## src/hdl/lpr_pkg.sv

```systemverilog
// Shared constants and helpers for the line pixel rasterizer.
package lpr_pkg;

	localparam int COLOR_BITS = 24;

	localparam logic CMD_LOAD = 1'b0;
	localparam logic CMD_NEXT = 1'b1;

	// Width of one decoded queue entry for a given coordinate width.
	function automatic int entry_bits(input int coord_bits);
		return 5 * coord_bits + 29;
	endfunction

endpackage

```

## src/hdl/lpr_line_if.sv

```systemverilog
// Command channel carrying load and next requests with the line endpoints.
interface lpr_line_if import lpr_pkg::*; #(
	parameter int COORD_BITS = 13
);
	logic                          valid;
	logic                          ready;
	logic                          command;
	logic signed [COORD_BITS-1:0]  start_x;
	logic signed [COORD_BITS-1:0]  start_y;
	logic signed [COORD_BITS-1:0]  end_x;
	logic signed [COORD_BITS-1:0]  end_y;
	logic        [COLOR_BITS-1:0]  pixel_color;

	modport source (
		output valid, command, start_x, start_y, end_x, end_y, pixel_color,
		input  ready
	);
	modport sink (
		input  valid, command, start_x, start_y, end_x, end_y, pixel_color,
		output ready
	);
endinterface

```

## src/hdl/lpr_pixel_if.sv

```systemverilog
// Result channel carrying one rasterized pixel per transfer.
interface lpr_pixel_if import lpr_pkg::*; #(
	parameter int COORD_BITS = 13
);
	logic                          valid;
	logic                          ready;
	logic                          pixel_valid;
	logic signed [COORD_BITS-1:0]  pixel_x;
	logic signed [COORD_BITS-1:0]  pixel_y;
	logic        [COLOR_BITS-1:0]  color_out;
	logic                          last_pixel;

	modport source (
		output valid, pixel_valid, pixel_x, pixel_y, color_out, last_pixel,
		input  ready
	);
	modport sink (
		input  valid, pixel_valid, pixel_x, pixel_y, color_out, last_pixel,
		output ready
	);
endinterface

```

## src/hdl/lpr_fifo.sv

```systemverilog
// Small register queue between the classifying front and the drawing back end.
module lpr_fifo import lpr_pkg::*; #(
	parameter int WIDTH = 94,
	parameter int DEPTH = 4
) (
	input  logic             clk,
	input  logic             arst_n,
	input  logic             push,
	input  logic [WIDTH-1:0] push_data,
	output logic             full,
	input  logic             pop,
	output logic             not_empty,
	output logic [WIDTH-1:0] head
);
	localparam int PTR_BITS = (DEPTH > 1) ? $clog2(DEPTH) : 1;
	localparam int CNT_BITS = $clog2(DEPTH + 1);

	logic [WIDTH-1:0]    mem_q [DEPTH];
	logic [PTR_BITS-1:0] wr_ptr_q;
	logic [PTR_BITS-1:0] rd_ptr_q;
	logic [CNT_BITS-1:0] count_q;

	assign full      = (count_q == CNT_BITS'(DEPTH));
	assign not_empty = (count_q != '0);
	assign head      = mem_q[rd_ptr_q];

	always_ff @(posedge clk) begin
		if (push) begin
			mem_q[wr_ptr_q] <= push_data;
		end
	end

	always_ff @(posedge clk or negedge arst_n) begin
		if (!arst_n) begin
			wr_ptr_q <= '0;
			rd_ptr_q <= '0;
			count_q  <= '0;
		end else begin
			if (push) begin
				wr_ptr_q <= (wr_ptr_q == PTR_BITS'(DEPTH - 1)) ? '0 : wr_ptr_q + 1'b1;
			end
			if (pop) begin
				rd_ptr_q <= (rd_ptr_q == PTR_BITS'(DEPTH - 1)) ? '0 : rd_ptr_q + 1'b1;
			end
			case ({push, pop})
				2'b10:   count_q <= count_q + 1'b1;
				2'b01:   count_q <= count_q - 1'b1;
				default: count_q <= count_q;
			endcase
		end
	end
endmodule

```

## src/hdl/lpr_front.sv

```systemverilog
// Front end: takes commands, picks the major axis and orders the endpoints.
module lpr_front import lpr_pkg::*; #(
	parameter int COORD_BITS = 13
) (
	input  logic                                clk,
	input  logic                                arst_n,
	lpr_line_if.sink                            line_in,
	output logic                                push,
	output logic [entry_bits(COORD_BITS)-1:0]   push_entry,
	input  logic                                full
);
	localparam int W = COORD_BITS;
	localparam int D = COORD_BITS + 1;

	typedef struct packed {
		logic                  load;
		logic                  major_is_x;
		logic signed [W-1:0]   major_start;
		logic signed [W-1:0]   major_end;
		logic signed [W-1:0]   minor_start;
		logic                  minor_fall;
		logic [D-1:0]          major_span;
		logic [D-1:0]          minor_span;
		logic [COLOR_BITS-1:0] color;
	} entry_t;

	logic                  valid_s1;
	logic                  command_s1;
	logic signed [W-1:0]   x0_s1, y0_s1, x1_s1, y1_s1;
	logic [COLOR_BITS-1:0] color_s1;

	logic signed [D-1:0]   dx, dy, dmn;
	logic [D-1:0]          adx, ady, amj, amn;
	logic                  major_is_x, swap;
	entry_t                entry;

	assign line_in.ready = !valid_s1 || !full;
	assign push          = valid_s1 && !full;

	always_ff @(posedge clk or negedge arst_n) begin
		if (!arst_n) begin
			valid_s1 <= 1'b0;
		end else if (line_in.ready) begin
			valid_s1 <= line_in.valid;
		end
	end

	always_ff @(posedge clk) begin
		if (line_in.valid && line_in.ready) begin
			command_s1 <= line_in.command;
			x0_s1      <= line_in.start_x;
			y0_s1      <= line_in.start_y;
			x1_s1      <= line_in.end_x;
			y1_s1      <= line_in.end_y;
			color_s1   <= line_in.pixel_color;
		end
	end

	always_comb begin
		dx         = D'(x1_s1) - D'(x0_s1);
		dy         = D'(y1_s1) - D'(y0_s1);
		adx        = dx[D-1] ? D'(-dx) : D'(dx);
		ady        = dy[D-1] ? D'(-dy) : D'(dy);
		major_is_x = (adx >= ady);
		swap       = major_is_x ? dx[D-1] : dy[D-1];
		dmn        = major_is_x ? dy : dx;
		amj        = major_is_x ? adx : ady;
		amn        = major_is_x ? ady : adx;

		entry.load       = (command_s1 == CMD_LOAD);
		entry.major_is_x = major_is_x;
		if (major_is_x) begin
			entry.major_start = swap ? x1_s1 : x0_s1;
			entry.major_end   = swap ? x0_s1 : x1_s1;
			entry.minor_start = swap ? y1_s1 : y0_s1;
		end else begin
			entry.major_start = swap ? y1_s1 : y0_s1;
			entry.major_end   = swap ? y0_s1 : y1_s1;
			entry.minor_start = swap ? x1_s1 : x0_s1;
		end
		entry.minor_fall = swap ? (!dmn[D-1] && (dmn != '0)) : dmn[D-1];
		entry.major_span = amj + 1'b1;
		entry.minor_span = (amn == '0) ? '0 : amn + 1'b1;
		entry.color      = color_s1;
	end

	assign push_entry = entry;
endmodule

```

## src/hdl/lpr_back.sv

```systemverilog
// Back end: holds the active line and steps it one pixel per queue entry.
module lpr_back import lpr_pkg::*; #(
	parameter int COORD_BITS = 13
) (
	input  logic                                clk,
	input  logic                                arst_n,
	input  logic                                entry_valid,
	input  logic [entry_bits(COORD_BITS)-1:0]   entry_in,
	output logic                                pop,
	lpr_pixel_if.source                         pixel_out
);
	localparam int W = COORD_BITS;
	localparam int D = COORD_BITS + 1;

	typedef struct packed {
		logic                  load;
		logic                  major_is_x;
		logic signed [W-1:0]   major_start;
		logic signed [W-1:0]   major_end;
		logic signed [W-1:0]   minor_start;
		logic                  minor_fall;
		logic [D-1:0]          major_span;
		logic [D-1:0]          minor_span;
		logic [COLOR_BITS-1:0] color;
	} entry_t;

	entry_t                e;

	logic                  active_q;
	logic                  major_is_x_q;
	logic signed [W-1:0]   major_cur_q, major_end_q, minor_cur_q;
	logic                  minor_fall_q;
	logic [D-1:0]          major_span_q, minor_span_q, acc_q;
	logic [COLOR_BITS-1:0] color_q;

	logic                  out_valid_q;
	logic                  pix_valid_q;
	logic signed [W-1:0]   pix_x_q, pix_y_q;
	logic [COLOR_BITS-1:0] pix_color_q;
	logic                  pix_last_q;

	logic                  out_free;
	logic                  emit;
	logic                  c_major_is_x, c_minor_fall, last;
	logic signed [W-1:0]   c_major, c_end, c_minor;
	logic [D-1:0]          c_major_span, c_minor_span, c_acc;
	logic [COLOR_BITS-1:0] c_color;
	logic [D:0]            acc_sum;
	logic                  step_minor;
	logic [D-1:0]          acc_next;
	logic signed [W-1:0]   minor_next;

	assign e        = entry_in;
	assign out_free = !out_valid_q || pixel_out.ready;
	assign pop      = entry_valid && out_free;

	always_comb begin
		c_major_is_x = e.load ? e.major_is_x  : major_is_x_q;
		c_major      = e.load ? e.major_start : major_cur_q;
		c_end        = e.load ? e.major_end   : major_end_q;
		c_minor      = e.load ? e.minor_start : minor_cur_q;
		c_minor_fall = e.load ? e.minor_fall  : minor_fall_q;
		c_major_span = e.load ? e.major_span  : major_span_q;
		c_minor_span = e.load ? e.minor_span  : minor_span_q;
		c_acc        = e.load ? '0            : acc_q;
		c_color      = e.load ? e.color       : color_q;
		emit         = e.load || active_q;
		last         = (c_major == c_end);
		acc_sum      = {1'b0, c_acc} + {1'b0, c_minor_span};
		step_minor   = (acc_sum >= {1'b0, c_major_span});
		acc_next     = step_minor ? D'(acc_sum - {1'b0, c_major_span}) : D'(acc_sum);
		minor_next   = step_minor ? (c_minor_fall ? c_minor - 1'b1 : c_minor + 1'b1)
		                          : c_minor;
	end

	always_ff @(posedge clk or negedge arst_n) begin
		if (!arst_n) begin
			active_q     <= 1'b0;
			major_is_x_q <= 1'b0;
			major_cur_q  <= '0;
			major_end_q  <= '0;
			minor_cur_q  <= '0;
			minor_fall_q <= 1'b0;
			major_span_q <= '0;
			minor_span_q <= '0;
			acc_q        <= '0;
			color_q      <= '0;
		end else if (pop && emit) begin
			active_q     <= !last;
			major_is_x_q <= c_major_is_x;
			major_end_q  <= c_end;
			minor_fall_q <= c_minor_fall;
			major_span_q <= c_major_span;
			minor_span_q <= c_minor_span;
			color_q      <= c_color;
			major_cur_q  <= last ? c_major : c_major + 1'b1;
			minor_cur_q  <= last ? c_minor : minor_next;
			acc_q        <= last ? c_acc : acc_next;
		end
	end

	always_ff @(posedge clk or negedge arst_n) begin
		if (!arst_n) begin
			out_valid_q <= 1'b0;
		end else if (out_free) begin
			out_valid_q <= pop;
		end
	end

	always_ff @(posedge clk) begin
		if (pop) begin
			pix_valid_q <= emit;
			pix_x_q     <= !emit ? '0 : (c_major_is_x ? c_major : c_minor);
			pix_y_q     <= !emit ? '0 : (c_major_is_x ? c_minor : c_major);
			pix_color_q <= emit ? c_color : '0;
			pix_last_q  <= emit && last;
		end
	end

	assign pixel_out.valid       = out_valid_q;
	assign pixel_out.pixel_valid = pix_valid_q;
	assign pixel_out.pixel_x     = pix_x_q;
	assign pixel_out.pixel_y     = pix_y_q;
	assign pixel_out.color_out   = pix_color_q;
	assign pixel_out.last_pixel  = pix_last_q;
endmodule

```

## src/hdl/line_pixel_rasterizer_top.sv

```systemverilog
// Line pixel rasterizer: front classifier, entry queue and pixel stepping back end.
// A command passes through the front stage register, the entry queue and the output register to the pixel output.
// Throughput: one command and one pixel per cycle while the pixel output is not stalled;
// the back end's remainder add, compare and subtract are combinational.
// Reset: arst_n clears the active line, the queue and the output register.
module line_pixel_rasterizer_top import lpr_pkg::*; #(
	parameter int COORD_BITS = 13
) (
	input  logic         clk,
	input  logic         arst_n,
	lpr_line_if.sink     line_in,
	lpr_pixel_if.source  pixel_out
);
	localparam int EB = entry_bits(COORD_BITS);

	logic          push, full, pop, not_empty;
	logic [EB-1:0] push_entry, head;

	lpr_front #(.COORD_BITS(COORD_BITS)) u_front (
		.clk        (clk),
		.arst_n     (arst_n),
		.line_in    (line_in),
		.push       (push),
		.push_entry (push_entry),
		.full       (full)
	);

	lpr_fifo #(.WIDTH(EB), .DEPTH(4)) u_fifo (
		.clk       (clk),
		.arst_n    (arst_n),
		.push      (push),
		.push_data (push_entry),
		.full      (full),
		.pop       (pop),
		.not_empty (not_empty),
		.head      (head)
	);

	lpr_back #(.COORD_BITS(COORD_BITS)) u_back (
		.clk         (clk),
		.arst_n      (arst_n),
		.entry_valid (not_empty),
		.entry_in    (head),
		.pop         (pop),
		.pixel_out   (pixel_out)
	);
endmodule

```

## src/flat_wrapper.sv

```systemverilog
// flat-port wrapper written by rule: the top's interface ports become plain ports
module line_pixel_rasterizer_top_flat import lpr_pkg::*;
#(
	parameter int COORD_BITS = 13
)
  (clk, arst_n, line_in_valid, line_in_command, line_in_start_x, line_in_start_y, line_in_end_x, line_in_end_y, line_in_pixel_color, line_in_ready, pixel_out_valid, pixel_out_pixel_valid, pixel_out_pixel_x, pixel_out_pixel_y, pixel_out_color_out, pixel_out_last_pixel, pixel_out_ready);
  lpr_line_if #(.COORD_BITS(COORD_BITS)) line_in_i ();
  lpr_pixel_if #(.COORD_BITS(COORD_BITS)) pixel_out_i ();
  input  logic clk;
  input  logic arst_n;
  input wire logic [$bits(line_in_i.valid)-1:0] line_in_valid;
  input wire logic [$bits(line_in_i.command)-1:0] line_in_command;
  input wire logic [$bits(line_in_i.start_x)-1:0] line_in_start_x;
  input wire logic [$bits(line_in_i.start_y)-1:0] line_in_start_y;
  input wire logic [$bits(line_in_i.end_x)-1:0] line_in_end_x;
  input wire logic [$bits(line_in_i.end_y)-1:0] line_in_end_y;
  input wire logic [$bits(line_in_i.pixel_color)-1:0] line_in_pixel_color;
  output wire logic [$bits(line_in_i.ready)-1:0] line_in_ready;
  output wire logic [$bits(pixel_out_i.valid)-1:0] pixel_out_valid;
  output wire logic [$bits(pixel_out_i.pixel_valid)-1:0] pixel_out_pixel_valid;
  output wire logic [$bits(pixel_out_i.pixel_x)-1:0] pixel_out_pixel_x;
  output wire logic [$bits(pixel_out_i.pixel_y)-1:0] pixel_out_pixel_y;
  output wire logic [$bits(pixel_out_i.color_out)-1:0] pixel_out_color_out;
  output wire logic [$bits(pixel_out_i.last_pixel)-1:0] pixel_out_last_pixel;
  input wire logic [$bits(pixel_out_i.ready)-1:0] pixel_out_ready;
  assign line_in_i.valid = line_in_valid;
  assign line_in_i.command = line_in_command;
  assign line_in_i.start_x = line_in_start_x;
  assign line_in_i.start_y = line_in_start_y;
  assign line_in_i.end_x = line_in_end_x;
  assign line_in_i.end_y = line_in_end_y;
  assign line_in_i.pixel_color = line_in_pixel_color;
  assign line_in_ready = line_in_i.ready;
  assign pixel_out_valid = pixel_out_i.valid;
  assign pixel_out_pixel_valid = pixel_out_i.pixel_valid;
  assign pixel_out_pixel_x = pixel_out_i.pixel_x;
  assign pixel_out_pixel_y = pixel_out_i.pixel_y;
  assign pixel_out_color_out = pixel_out_i.color_out;
  assign pixel_out_last_pixel = pixel_out_i.last_pixel;
  assign pixel_out_i.ready = pixel_out_ready;
  line_pixel_rasterizer_top #(.COORD_BITS(COORD_BITS)) u_core (.clk(clk), .arst_n(arst_n), .line_in(line_in_i), .pixel_out(pixel_out_i));
endmodule
```

## config.mk

```make
export PLATFORM = sky130hd
export DESIGN_NAME = line_pixel_rasterizer_top_flat
export DESIGN_NICKNAME = d
export VERILOG_FILES = /design/src/hdl/lpr_pkg.sv /design/src/hdl/lpr_line_if.sv /design/src/hdl/lpr_pixel_if.sv /design/src/hdl/lpr_fifo.sv /design/src/hdl/lpr_front.sv /design/src/hdl/lpr_back.sv /design/src/hdl/line_pixel_rasterizer_top.sv /design/src/flat_wrapper.sv
export SDC_FILE = /design/constraint.sdc
export NUM_CORES = 1
export LEC_CHECK = 0
export ABC_CLOCK_PERIOD_IN_PS = 11400
export BUFFER_PORTS_ARGS = -buffer_cell sky130_fd_sc_hd__buf_2
export CORE_MARGIN = 8
export CORE_UTILIZATION = 35
export CTS_BUF_LIST = sky130_fd_sc_hd__clkbuf_8
export DETAILED_ROUTE_END_ITERATION = 16
export PLACE_DENSITY_LB_ADDON = 0.3
export SLEW_MARGIN = 20
export SYNTH_ARGS = -nofsm -noshare
export SYNTH_HDL_FRONTEND = slang
export SYNTH_SLANG_ARGS = --single-unit
```

## constraint.sdc

```tcl
create_clock -name clk -period 11.4 [get_ports clk]
set_clock_uncertainty 0.15 [all_clocks]
set_input_delay 0.57 -clock clk [delete_from_list [all_inputs] [get_ports clk]]
set_output_delay 0.57 -clock clk [all_outputs]
set_load 0.005 [all_outputs]
```

# --- Word level (Yosys, flattened, before mapping) ---
# Memories as Yosys holds them, arrays and structs flattened.
# Index checks and enable logic that the tools add are counted.
classes:
  addsub: 15
  mul: 0
  div_mod_pow: 0
  magnitude_cmp: 2
  n_eq_ne: 6
  n_shift: 0
  mux: 35
  bitwise: 1
  n_reduce_logical: 18
ops:
  columns: ["operator", "n"]
  rows:
  - ["2-to-1 mux 13 bit", 13]
  - ["2-to-1 mux 14 bit", 11]
  - ["2-to-1 mux 39 bit", 1]
  - ["adder 14 x 1 -> 14 bit, second input constant", 2]
  - ["negation 14 bit", 2]
  - ["subtractor 13 x 13 -> 14 bit", 2]
  - ["adder 13 x 1 -> 13 bit, second input constant", 2]
  - ["2-to-1 mux 24 bit", 1]
  - ["adder 14 x 14 -> 15 bit", 1]
  - ["greater-or-equal comparator 15 x 14 -> 1 bit", 1]
  - ["greater-or-equal comparator 14 bit", 1]
  - ["zero test 14 bit", 1]
  - ["nonzero test 14 bit", 1]
  - ["subtractor 14 bit", 1]
  - ["equality test 13 bit", 1]
  - ["subtractor 13 x 1 -> 13 bit, second input constant", 1]
  - ["equality test 2 bit, second input constant", 3]
  - ["logical AND 1 bit", 6]
  - ["2-to-1 mux 1 bit", 6]
  - ["case mux 3 bit (2 select lines)", 1]
  - ["zero test 1 bit", 5]
  - ["adder 2 x 1 -> 2 bit, second input constant", 2]
  - ["2-to-1 mux 2 bit", 2]
  - ["adder 3 x 1 -> 3 bit, second input constant", 1]
  - ["other kinds (7)", 9]
word_totals:
  ff_bits: 246
  latch_bits: 0
  ram_bits: 376
  rom_bits: 0
  in_bits: 81
  output_inout_bits: 54
  mem_count: 1
mem_list:
  columns: ["name", "words", "word_bits", "read_ports", "rd_clocked_by_memory_dff", "write_ports", "line_no", "source"]
  rows:
  - ["u_core.u_fifo.mem_q", 4, 94, 1, 0, 1, "lpr_fifo.sv:18", "logic [WIDTH-1:0] mem_q [DEPTH];"]

# --- Depth between registers and ports, before layout ---
# Gate-level depths: netlist of the first run.
depth:
  depth_word: 8
  depth_mapped: 33

# --- Hierarchy ---
# A second synthesis of the first run with hierarchy kept.
unflattened:
  hier_cells: 2289
  hier_area_um2: 30804.5
by_module_without_submodules:
  columns: ["mod", "instances", "cells_per_inst", "area_per_inst_um2", "seq_area_each_um2"]
  rows:
  - ["lpr_fifo", 1, 527, 14010.9, 11466.0]
  - ["lpr_back", 1, 980, 9845.7, 4289.1]
  - ["lpr_front", 1, 782, 6947.9, 2337.2]

# --- Worst setup path before layout of the first run ---
# OpenSTA, ideal clock, no wires.
synth_path:
  kind: "register to register"
  startpoint: "register u_core.u_fifo.rd_ptr_q[0]"
  endpoint: "register u_core.u_back.acc_q[10]"
  arrival_ps: 6446
  path_slack_ps: 4671
  stages_incl_launch_ff: 29
  n_path_buf: 8
  period_less_slack_ps: 6729
  path_cell_list: "dfrtp_1 > buf_2 > mux4_2 > buf_4 > buf_6 > clkbuf_1 > clkbuf_1 > buf_1 > nor2b_1 > ha_1 > fa_1 > a21oi_1 > nor2_1 > nor2_1 > o21bai_1 > a21oi_1 > o21bai_1 > a21oi_1 > o2111ai_1 > a21oi_1 > xnor2_1 > ha_1 > o21a_1 > o32ai_1 > and2_1 > buf_2 > buf_2 > mux2i_1 > o21ai_0"
synth_between:
  elab_chain_cells: 6
  word_cells_on_any_way: 14
  cone_classes: "add/sub: 2; order compare: 1; eq/ne: 1; mux: 7; reduce/logical: 2; memory: 1"
synth_rtl:
  columns: ["element", "line_no", "source"]
  rows:
  - ["start, declared", "lpr_fifo.sv:20", "logic [PTR_BITS-1:0] rd_ptr_q;"]
  - ["start signal, assigned", "lpr_fifo.sv:43", "rd_ptr_q <= (rd_ptr_q == PTR_BITS'(DEPTH - 1)) ? '0 : rd_ptr_q + 1'b1;"]
  - ["memory (4 x 94 bit) *", null, null]
  - ["2-to-1 mux 14 bit (on tied branches)", "lpr_back.sv:65, lpr_back.sv:64", null]
  - ["adder 14 x 14 -> 15 bit", "lpr_back.sv:69", "acc_sum = {1'b0, c_acc} + {1'b0, c_minor_span};"]
  - ["subtractor 14 bit / greater-or-equal comparator 15 x 14 -> 1 bit (equally long branches)", "lpr_back.sv:71, lpr_back.sv:70", null]
  - ["2-to-1 mux 14 bit", "lpr_back.sv:71", "acc_next = step_minor ? D'(acc_sum - {1'b0, c_major_span}) : D'(acc_sum);"]
  - ["2-to-1 mux 14 bit", "lpr_back.sv:98", "acc_q <= last ? c_acc : acc_next;"]
  - ["end signal, assigned", "lpr_back.sv:98", null]
  - ["end, declared", "lpr_back.sv:33", "logic [D-1:0] major_span_q, minor_span_q, acc_q;"]
# Every way passes the cells marked *; elsewhere a longest branch is shown, timed or not.
# A chain may end at the register's enable or synchronous reset.

# --- Worst setup path after layout of the first run ---
layout_path:
  startpoint: "register u_core.u_front.x1_s1[3]"
  endpoint: "memory u_core.u_fifo.mem_q[0][81], data pin"
layout_between:
  elab_chain_cells: 7
  word_cells_on_any_way: 8
  cone_classes: "add/sub: 2; order compare: 1; mux: 5"
layout_rtl:
  columns: ["element", "line_no", "source"]
  rows:
  - ["start, declared", "lpr_front.sv:29", "logic signed [W-1:0] x0_s1, y0_s1, x1_s1, y1_s1;"]
  - ["start signal, assigned", "lpr_front.sv:53", "x1_s1 <= line_in.end_x;"]
  - ["subtractor 13 x 13 -> 14 bit *", "lpr_front.sv:60", "dx = D'(x1_s1) - D'(x0_s1);"]
  - ["negation 14 bit", "lpr_front.sv:62", "adx = dx[D-1] ? D'(-dx) : D'(dx);"]
  - ["2-to-1 mux 14 bit", "lpr_front.sv:62", null]
  - ["greater-or-equal comparator 14 bit", "lpr_front.sv:64", "major_is_x = (adx >= ady);"]
  - ["2-to-1 mux 1 bit", "lpr_front.sv:65", "swap = major_is_x ? dx[D-1] : dy[D-1];"]
  - ["2-to-1 mux 13 bit (on tied branches)", "lpr_front.sv:77, lpr_front.sv:73", null]
  - ["2-to-1 mux 39 bit *", "lpr_front.sv:72", "if (major_is_x) begin"]
  - ["via u_core.push_entry[81]", "line_pixel_rasterizer_top.sv:17", "logic [EB-1:0] push_entry, head;"]
  - ["end, declared", "lpr_fifo.sv:18", null]
# Mark *: on every way through the listed nets, which the timed path passes. The rest lies on a longest branch.

==> key figures, run 1 <==
Routing
  – Detailed-route wire length per cell: 20.61 µm
  – Routed via count divided by cell count: 5.193
  – Number of antenna-violating nets in the routed design: 0
  – 1st-pass router iterations: 5
  – DR iter-0 viols: 1,481
  – Number of remaining DRC errors: 0
  – Total via count after detailed routing: 19,496
  – Final wirelength: 77,380 µm

STA
  – Highest clock frequency the design can meet: 125.0 MHz
  – Share of the cycle needed by the critical path after routing: 70.17%
  – Setup TNS after final layout: 0 ns
  – Total count of hold-check failures in the final report: 0
  – Setup repair after global routing missed its margin: no
  – Slew at the pin with the worst max-slew slack: 1.118 ns
  – Slew headroom: 25.47%
  – Slew Viols, Final: 0
  – Finish-stage setup viols: 0
  – Clock period minus worst slack: 7.999 ns

Place
  – Placer Congestion: 0.8439
  – Half-perimeter wire length of the detailed placement result: 52,170 µm
  – Port buffer count: 134

GRT
  – Number of global-route vias before repair: 19,858
  – Pin count of the biggest net entering global routing: 110
  – Wire length of the first global-routing pass: 119,300 µm
  – All-Layer GR Usage: 15.55%
  – Grt total ovfl: 0
  – Antenna violations before repair: 1

Outcome
  – Run status: complete, no violations

Floorplanning
  – Die Area: 97,250 µm²
  – Initial core utilization: 35.31%
  – Standard cell core area: 86,750 µm²
  – Die Width: 311.9 µm
  – Number of rows in the core area: 108
  – Die height: 311.9 µm
  – Number of placed I/O pins: 135

Clocking
  – Clock tree from TritonCTS: built
  – Setup Fix Bufs, Post-CTS: 0
  – CTS root buffer: sky130_fd_sc_hd__clkbuf_8
  – Total clock sinks: 622
  – Number of H-tree levels: 3
  – Clock-pin slew on the worst setup and hold paths: 0.06 ns
  – Clock latency reported for the late side of the worst-skew pair: 0.70 ns
  – Clock Path Buffers: 3
  – Total CTS buffers: 100

Synthesis
  – Synth top area cells: sky130_fd_sc_hd__edfxtp_1, sky130_fd_sc_hd__dfrtp_1, sky130_fd_sc_hd__mux4_2
  – Number of enable-type register cells in the synthesized netlist: 505
  – Number of storage elements in the synthesis netlist: 622
  – Proportion of netlist area held by the largest area contributor: 49.50%
  – Gate count after technology mapping: 2,292
  – Cell area after technology mapping: 30,630 µm²
  – Mean Syn Cell Area: 13.37 µm²
  – Top post-synthesis cells by count: sky130_fd_sc_hd__edfxtp_1, sky130_fd_sc_hd__nor2_1, sky130_fd_sc_hd__nand2_1
  – Yosys cell types: 97
  – Fraction of the yosys area taken by sequential cells: 59.06%
  – Largest area contributor in the netlist: sky130_fd_sc_hd__edfxtp_1
  – Net Count, Synth: 2,466
  – Synth warnings: 0
  – Most common cell in the synthesized netlist: sky130_fd_sc_hd__edfxtp_1
  – Leading register cell type out of synthesis: sky130_fd_sc_hd__edfxtp_1
  – Share of flip-flops with an asynchronous set or reset: 18.81%

Finish
  – Combined area of the multi-input logic cells: 11,730 µm²
  – Fill cell instance count of the final layout: 8,096
  – P&R area growth vs syn: 14.85%
  – Total Nets Final: 2,691
  – Area used by sequential logic in the layout: 18,100 µm²
  – Number of diodes added for antenna fixing: 0
  – Fraction of final layout cells sized beyond drive strength 1: 19.05%

Worst setup path
  – Chain of cells forming the critical path: ha_1 -> o211a_1 -> o31ai_1 -> a211oi_1 -> o2111ai_1 -> a21oi_4 -> buf_4 -> nor2_1 -> xnor2_1 -> inv_1 -> ha_1 -> a21o_1 -> a31oi_1 -> o21ai_0 -> a21o_1 -> a2111oi_0 -> o21bai_1 -> a21oi_1 -> maj3_2 -> o31ai_4 -> buf_4 -> buf_4 -> nor3_1 -> a211oi_1
  – Capturing element type of the critical path: flop
  – Delay-heaviest family, CP: compound AO/OA/AOI/OAI gates
  – Type of the worst setup path: reg -> reg
  – CP dominant cell by count: sky130_fd_sc_hd__buf_4
  – Maximum fanout encountered on the critical timing path: 103
  – Arrival @ worst endpoint: 8.20 ns
  – Slowest CP cell: sky130_fd_sc_hd__buf_4
  – CP required: 11.60 ns
  – CP bufs+invs: 4
  – Worst path max stage delay: 0.84 ns
  – Setup crit start kind: flop

Flow run
  – Max-capacitance violation count: 0

Hold path
  – Classification of the worst-slack hold path: reg -> reg
==> placed cells by master, fill, tap and decap left out, types with 15 or more instances in the layout <==
cell,netlist,final
sky130_fd_sc_hd__a21o_1,16,16
sky130_fd_sc_hd__a211oi_1,56,56
sky130_fd_sc_hd__nor2b_1,28,28
sky130_fd_sc_hd__xnor2_1,68,68
sky130_fd_sc_hd__clkinv_2,0,15
sky130_fd_sc_hd__clkbuf_8,0,105
sky130_fd_sc_hd__nor3_1,76,76
sky130_fd_sc_hd__o21a_1,16,16
sky130_fd_sc_hd__buf_2,31,133
sky130_fd_sc_hd__mux2i_1,109,108
sky130_fd_sc_hd__ha_1,87,87
sky130_fd_sc_hd__dlygate4sd3_1,0,80
sky130_fd_sc_hd__o21ai_0,138,137
sky130_fd_sc_hd__nand3_1,21,21
sky130_fd_sc_hd__nand2_1,157,156
sky130_fd_sc_hd__nor2_1,174,172
sky130_fd_sc_hd__mux2_2,47,47
sky130_fd_sc_hd__a21oi_1,110,108
sky130_fd_sc_hd__mux4_2,94,93
sky130_fd_sc_hd__buf_4,9,28
sky130_fd_sc_hd__clkinv_1,0,19
sky130_fd_sc_hd__edfxtp_1,505,505
sky130_fd_sc_hd__inv_1,86,120
sky130_fd_sc_hd__dfrtp_1,117,115
sky130_fd_sc_hd__xor2_1,44,44
==> routing by layer <==
metal / share of wire (%) / vias to the layer above / GRT usage [%]
met4: 2.0 / 0 / 3.764
met1: 46 / 9773 / 21.32
met2: 47 / 505 / 25.62
li1: - / 9107 / -
met3: 5.1 / 111 / 2.654
met5: 0 / - / 0
==> repair_timing <==
item                       CTS  global route
setup endpoints to repair    0             0
gates resized for setup      0             0
hold endpoints to repair   135             0
hold buffers                80             0
==> state kept, by name (all words and copies together), names as in the netlist, 2 cells and up <==
name and flops:
u_core.u_front.y0_s1 13, u_core.u_back.pixel_out.pixel_x 13, u_core.u_fifo.wr_ptr_q 2, u_core.u_front.x1_s1 13
u_core.u_back.acc_q 14, u_core.u_back.major_end_q 13, u_core.u_back.major_cur_q 13, u_core.u_fifo.count_q 3
u_core.u_front.y1_s1 13, u_core.u_front.x0_s1 13, u_core.u_back.pixel_out.pixel_y 13, u_core.u_fifo.rd_ptr_q 2
u_core.u_back.major_span_q 14, u_core.u_back.minor_cur_q 13, u_core.u_fifo.mem_q 376, u_core.u_front.color_s1 24
u_core.u_back.minor_span_q 14, u_core.u_back.pixel_out.color_out 24, u_core.u_back.color_q 24
==> layout make-up <==
| class | count | area share, % |
|---|---|---|
| flip-flops and latches | 622 | 51.44 |
| inverters | 87 | 0.9281 |
| clock inverters | 79 | 1.302 |
| clock buffers | 105 | 4.107 |
| well taps | 1155 | 4.107 |
| multi-input cells | 1465 | 33.35 |
| repair buffers | 241 | 4.765 |
==> worst min-delay path: stages, from the launching register on <==
cell and delay [ns]:
sky130_fd_sc_hd__dfrtp_1 0.34, sky130_fd_sc_hd__nand2_1 0.05, sky130_fd_sc_hd__o21ai_0 0.06
==> cell families (layout without fill, tap and decap cells) <==
family / count (synthesis) / after routing / synth area share, %
mux: 262 / 262 / 12.78
simple gates: 547 / 547 / 8.418
buf+inv: 205 / 512 / 2.920
fa+ha+maj: 94 / 94 / 3.982
compound gates: 447 / 447 / 9.455
flops: 622 / 622 / 59.06
xor+xnor: 115 / 115 / 3.382
==> through the flow <==
stage | hold slack (ns) | std cells | setup WS, ns | utilization (%) | instance area, µm²
finish | 0.3249 | 3754 | 3.401 | 40.56 | 35190
global route | 0.3415 | 3754 | 2.897 | 40.56 | 35190
CTS | 0.3282 | 3754 | 3.489 | 40.55 | 35180
detailed placement | 0.3135 | 3490 | 3.530 | 37.44 | 32480
global placement | 0.3050 | 3490 | 3.738 | 37.44 | 32480
floorplan | 0.1244 | 2292 | 4.671 | - | 30630
==> worst paths after layout <==
kind                                         start                             to  slack, ns  cells past startpoint
max in group asynchronous                   arst_n      u_core.u_fifo.rd_ptr_q[1]       9.15                      3
min in group asynchronous                   arst_n  u_core.u_back.minor_span_q[3]       0.35                      2
max reg2reg                u_core.u_front.x1_s1[3]     u_core.u_fifo.mem_q[0][81]       3.40                     24
min reg2reg                 u_core.u_back.acc_q[5]         u_core.u_back.acc_q[5]       0.32                      2
min                         u_core.u_back.acc_q[5]         u_core.u_back.acc_q[5]       0.32                      2
max                        u_core.u_front.x1_s1[3]     u_core.u_fifo.mem_q[0][81]       3.40                     24
Power of run 1 is left out: the tool's default activity adds up to more than one toggle a clock period on the data nets, which glitch-free logic cannot reach.
==> inputs of run 2 (changes only) <==
Settings changed: ABC_CLOCK_PERIOD_IN_PS 11400 to 7400.
Clock period 11.4 ns to 7.4 ns, I/O delays scaled along.
==> key figures, run 2 (synthesized netlist as in run 1, its figures left out) <==
Finish
  – Commonest cells after routing, fill and taps aside: sky130_fd_sc_hd__edfxtp_1, sky130_fd_sc_hd__nor2_1, sky130_fd_sc_hd__nand2_1
  – Top register by number of flip-flops: u_core.u_fifo.mem_q
  – Number of diodes added for antenna fixing: 0
  – Final std cell area, no fill: 35,510 µm²
  – Final cell count without fillers: 3,780
  – Total Nets Final: 2,715
  – Most frequent standard cell in the layout excluding fill and tap cells: sky130_fd_sc_hd__edfxtp_1
  – Fraction of final layout cells sized beyond drive strength 1: 20.27%
  – Flip-flop count of the largest register after layout: 376
  – P&R area growth vs syn: 15.90%

GRT
  – Number of global-route vias before repair: 20,228
  – All-Layer GR Usage: 15.49%
  – Grt total ovfl: 0
  – Antenna violations before repair: 3
  – Pin count of the biggest net entering global routing: 150
  – Wire length of the first global-routing pass: 119,600 µm

Worst setup path
  – Worst path max stage delay: 0.71 ns
  – Chain of cells forming the critical path: inv_1 -> ha_1 -> o211a_1 -> o31ai_1 -> a211oi_1 -> o2111ai_1 -> a21oi_4 -> buf_4 -> a31oi_1 -> xnor2_1 -> inv_1 -> ha_1 -> nand2_1 -> o21ai_0 -> a21o_1 -> a2111oi_0 -> o21bai_1 -> a21oi_1 -> maj3_2 -> o31ai_4 -> buf_12 -> nor3_1 -> a211oi_1
  – Capturing element type of the critical path: flop
  – Maximum fanout encountered on the critical timing path: 149
  – Type of the worst setup path: reg -> reg
  – Slowest CP cell: sky130_fd_sc_hd__a211oi_1
  – Setup crit start kind: flop
  – Arrival @ worst endpoint: 7.07 ns
  – CP required: 7.64 ns

Routing
  – Number of remaining DRC errors: 0
  – DR iter-0 viols: 1,370
  – Met1 routed wirelength after detailed routing: 35,050 µm
  – Highest routing layer actually used: met4
  – Number of antenna-violating nets in the routed design: 0
  – Detailed-route wire length per cell: 20.41 µm
  – Routed via count divided by cell count: 5.198
  – Total via count after detailed routing: 19,650
  – Met3 wirelength from detailed routing: 4072 µm
  – Final wirelength: 77,160 µm
  – Detailed route wirelength on metal2: 36,760 µm
  – 1st-pass router iterations: 8

Outcome
  – Run status: complete, no violations

STA
  – Highest clock frequency the design can meet: 146.3 MHz
  – Finish-stage setup viols: 0
  – Setup TNS after final layout: 0 ns
  – Total count of hold-check failures in the final report: 0
  – Share of the cycle needed by the critical path after routing: 92.38%
  – Slew at the pin with the worst max-slew slack: 1.024 ns
  – Setup repair after global routing missed its margin: no
  – Slew headroom: 31.30%
  – Slew Viols, Final: 0
  – Clock period minus worst slack: 6.836 ns
  – Final-layout worst hold slack: 0.2278 ns

Place
  – Port buffer count: 134
  – Dpl cell area: 32,670 µm²
  – Placer Congestion: 0.8565
  – Placed Cells incl. Taps: 3,515
  – Half-perimeter wire length of the detailed placement result: 52,370 µm

Clocking
  – Setup Fix Bufs, Post-CTS: 0
  – Number of H-tree levels: 3
  – Clock latency reported for the late side of the worst-skew pair: 0.70 ns
  – Clock-pin slew on the worst setup and hold paths: 0.06 ns
  – Clock tree from TritonCTS: built
  – CTS root buffer: sky130_fd_sc_hd__clkbuf_8
  – Total clock sinks: 622
  – Total CTS buffers: 99
  – Clock Path Buffers: 3

Floorplanning
  – Initial core utilization: 35.31%
  – Number of rows in the core area: 108
  – Die Area: 97,250 µm²
  – Die Width: 311.9 µm
  – Standard cell core area: 86,750 µm²
  – Number of placed I/O pins: 135
  – Die height: 311.9 µm

Hold path
  – Classification of the worst-slack hold path: in -> async

Flow run
  – Max-capacitance violation count: 0
## run 2: cell count changes in the layout (fill, tap and decap cells not counted), sizes merged
cell and delta:
buf +25, clkbuf +8, clkinvlp +1, inv -11
clkinv +2, bufinv +1
## run 2: final timing paths
path / start / end / slack, ns / depth (start not counted)
setup / recovery: u_core.u_front.x0_s1[2] / u_core.u_fifo.mem_q[0][86] / 0.56 / 23
hold / removal: arst_n / u_core.u_back.major_span_q[0] / 0.23 / 2
setup reg to reg: u_core.u_front.x0_s1[2] / u_core.u_fifo.mem_q[0][86] / 0.56 / 23
hold reg to reg: u_core.u_back.minor_cur_q[2] / u_core.u_back.minor_cur_q[2] / 0.33 / 2
max in group asynchronous: arst_n / u_core.u_back.major_end_q[9] / 5.47 / 3
min in group clk: line_in_start_y[0] / u_core.u_front.y0_s1[0] / 0.23 / 2
## run 2: what timing repair did
action                     4_1_cts  5_1_grt
resized for setup                0        2
hold buffers                    80        0
setup endpoints to repair        0        6
hold endpoints to repair       143        0
## run 2: through the flow
| stage | setup WS, ns | util (%) |
|---|---|---|
| floorplan | 0.6714 | - |
| global placement | 0.7381 | 37.66 |
| detailed placement | 0.6198 | 37.66 |
| CTS | 0.6251 | 40.92 |
| global route | 0.01269 | 40.93 |
| finish | 0.5639 | 40.93 |
## run 2: critical path: cells and delay by family, from the launching register on
kind,cells,cell delay (ns)
AOI/OAI and AO/OA,13,3.46
DFF,1,0.41
xor gates and xnor gates,1,0.26
and+or+nand+nor,2,0.15
adders and majority gates,3,0.95
buffers and inverters,4,1.01
## run 2: cell type report
type / instances / area (µm²)
flip-flops and latches: 622 / 18100
fillers: 8082 / 51250
inverters: 87 / 326.6
multi-input cells: 1465 / 11740
clock inverters: 72 / 466.7
well taps: 1155 / 1445
clock buffers: 113 / 1555
repair buffers: 266 / 1877
## run 2: layer usage
layer  vias to the layer above  GRT usage (%)
li1                       9165              -
met3                        98          2.780
met2                       520          25.48
met1                      9867          21.36
met4                         0          3.345
met5                         -              0
Power of run 2 is left out for the same reason.
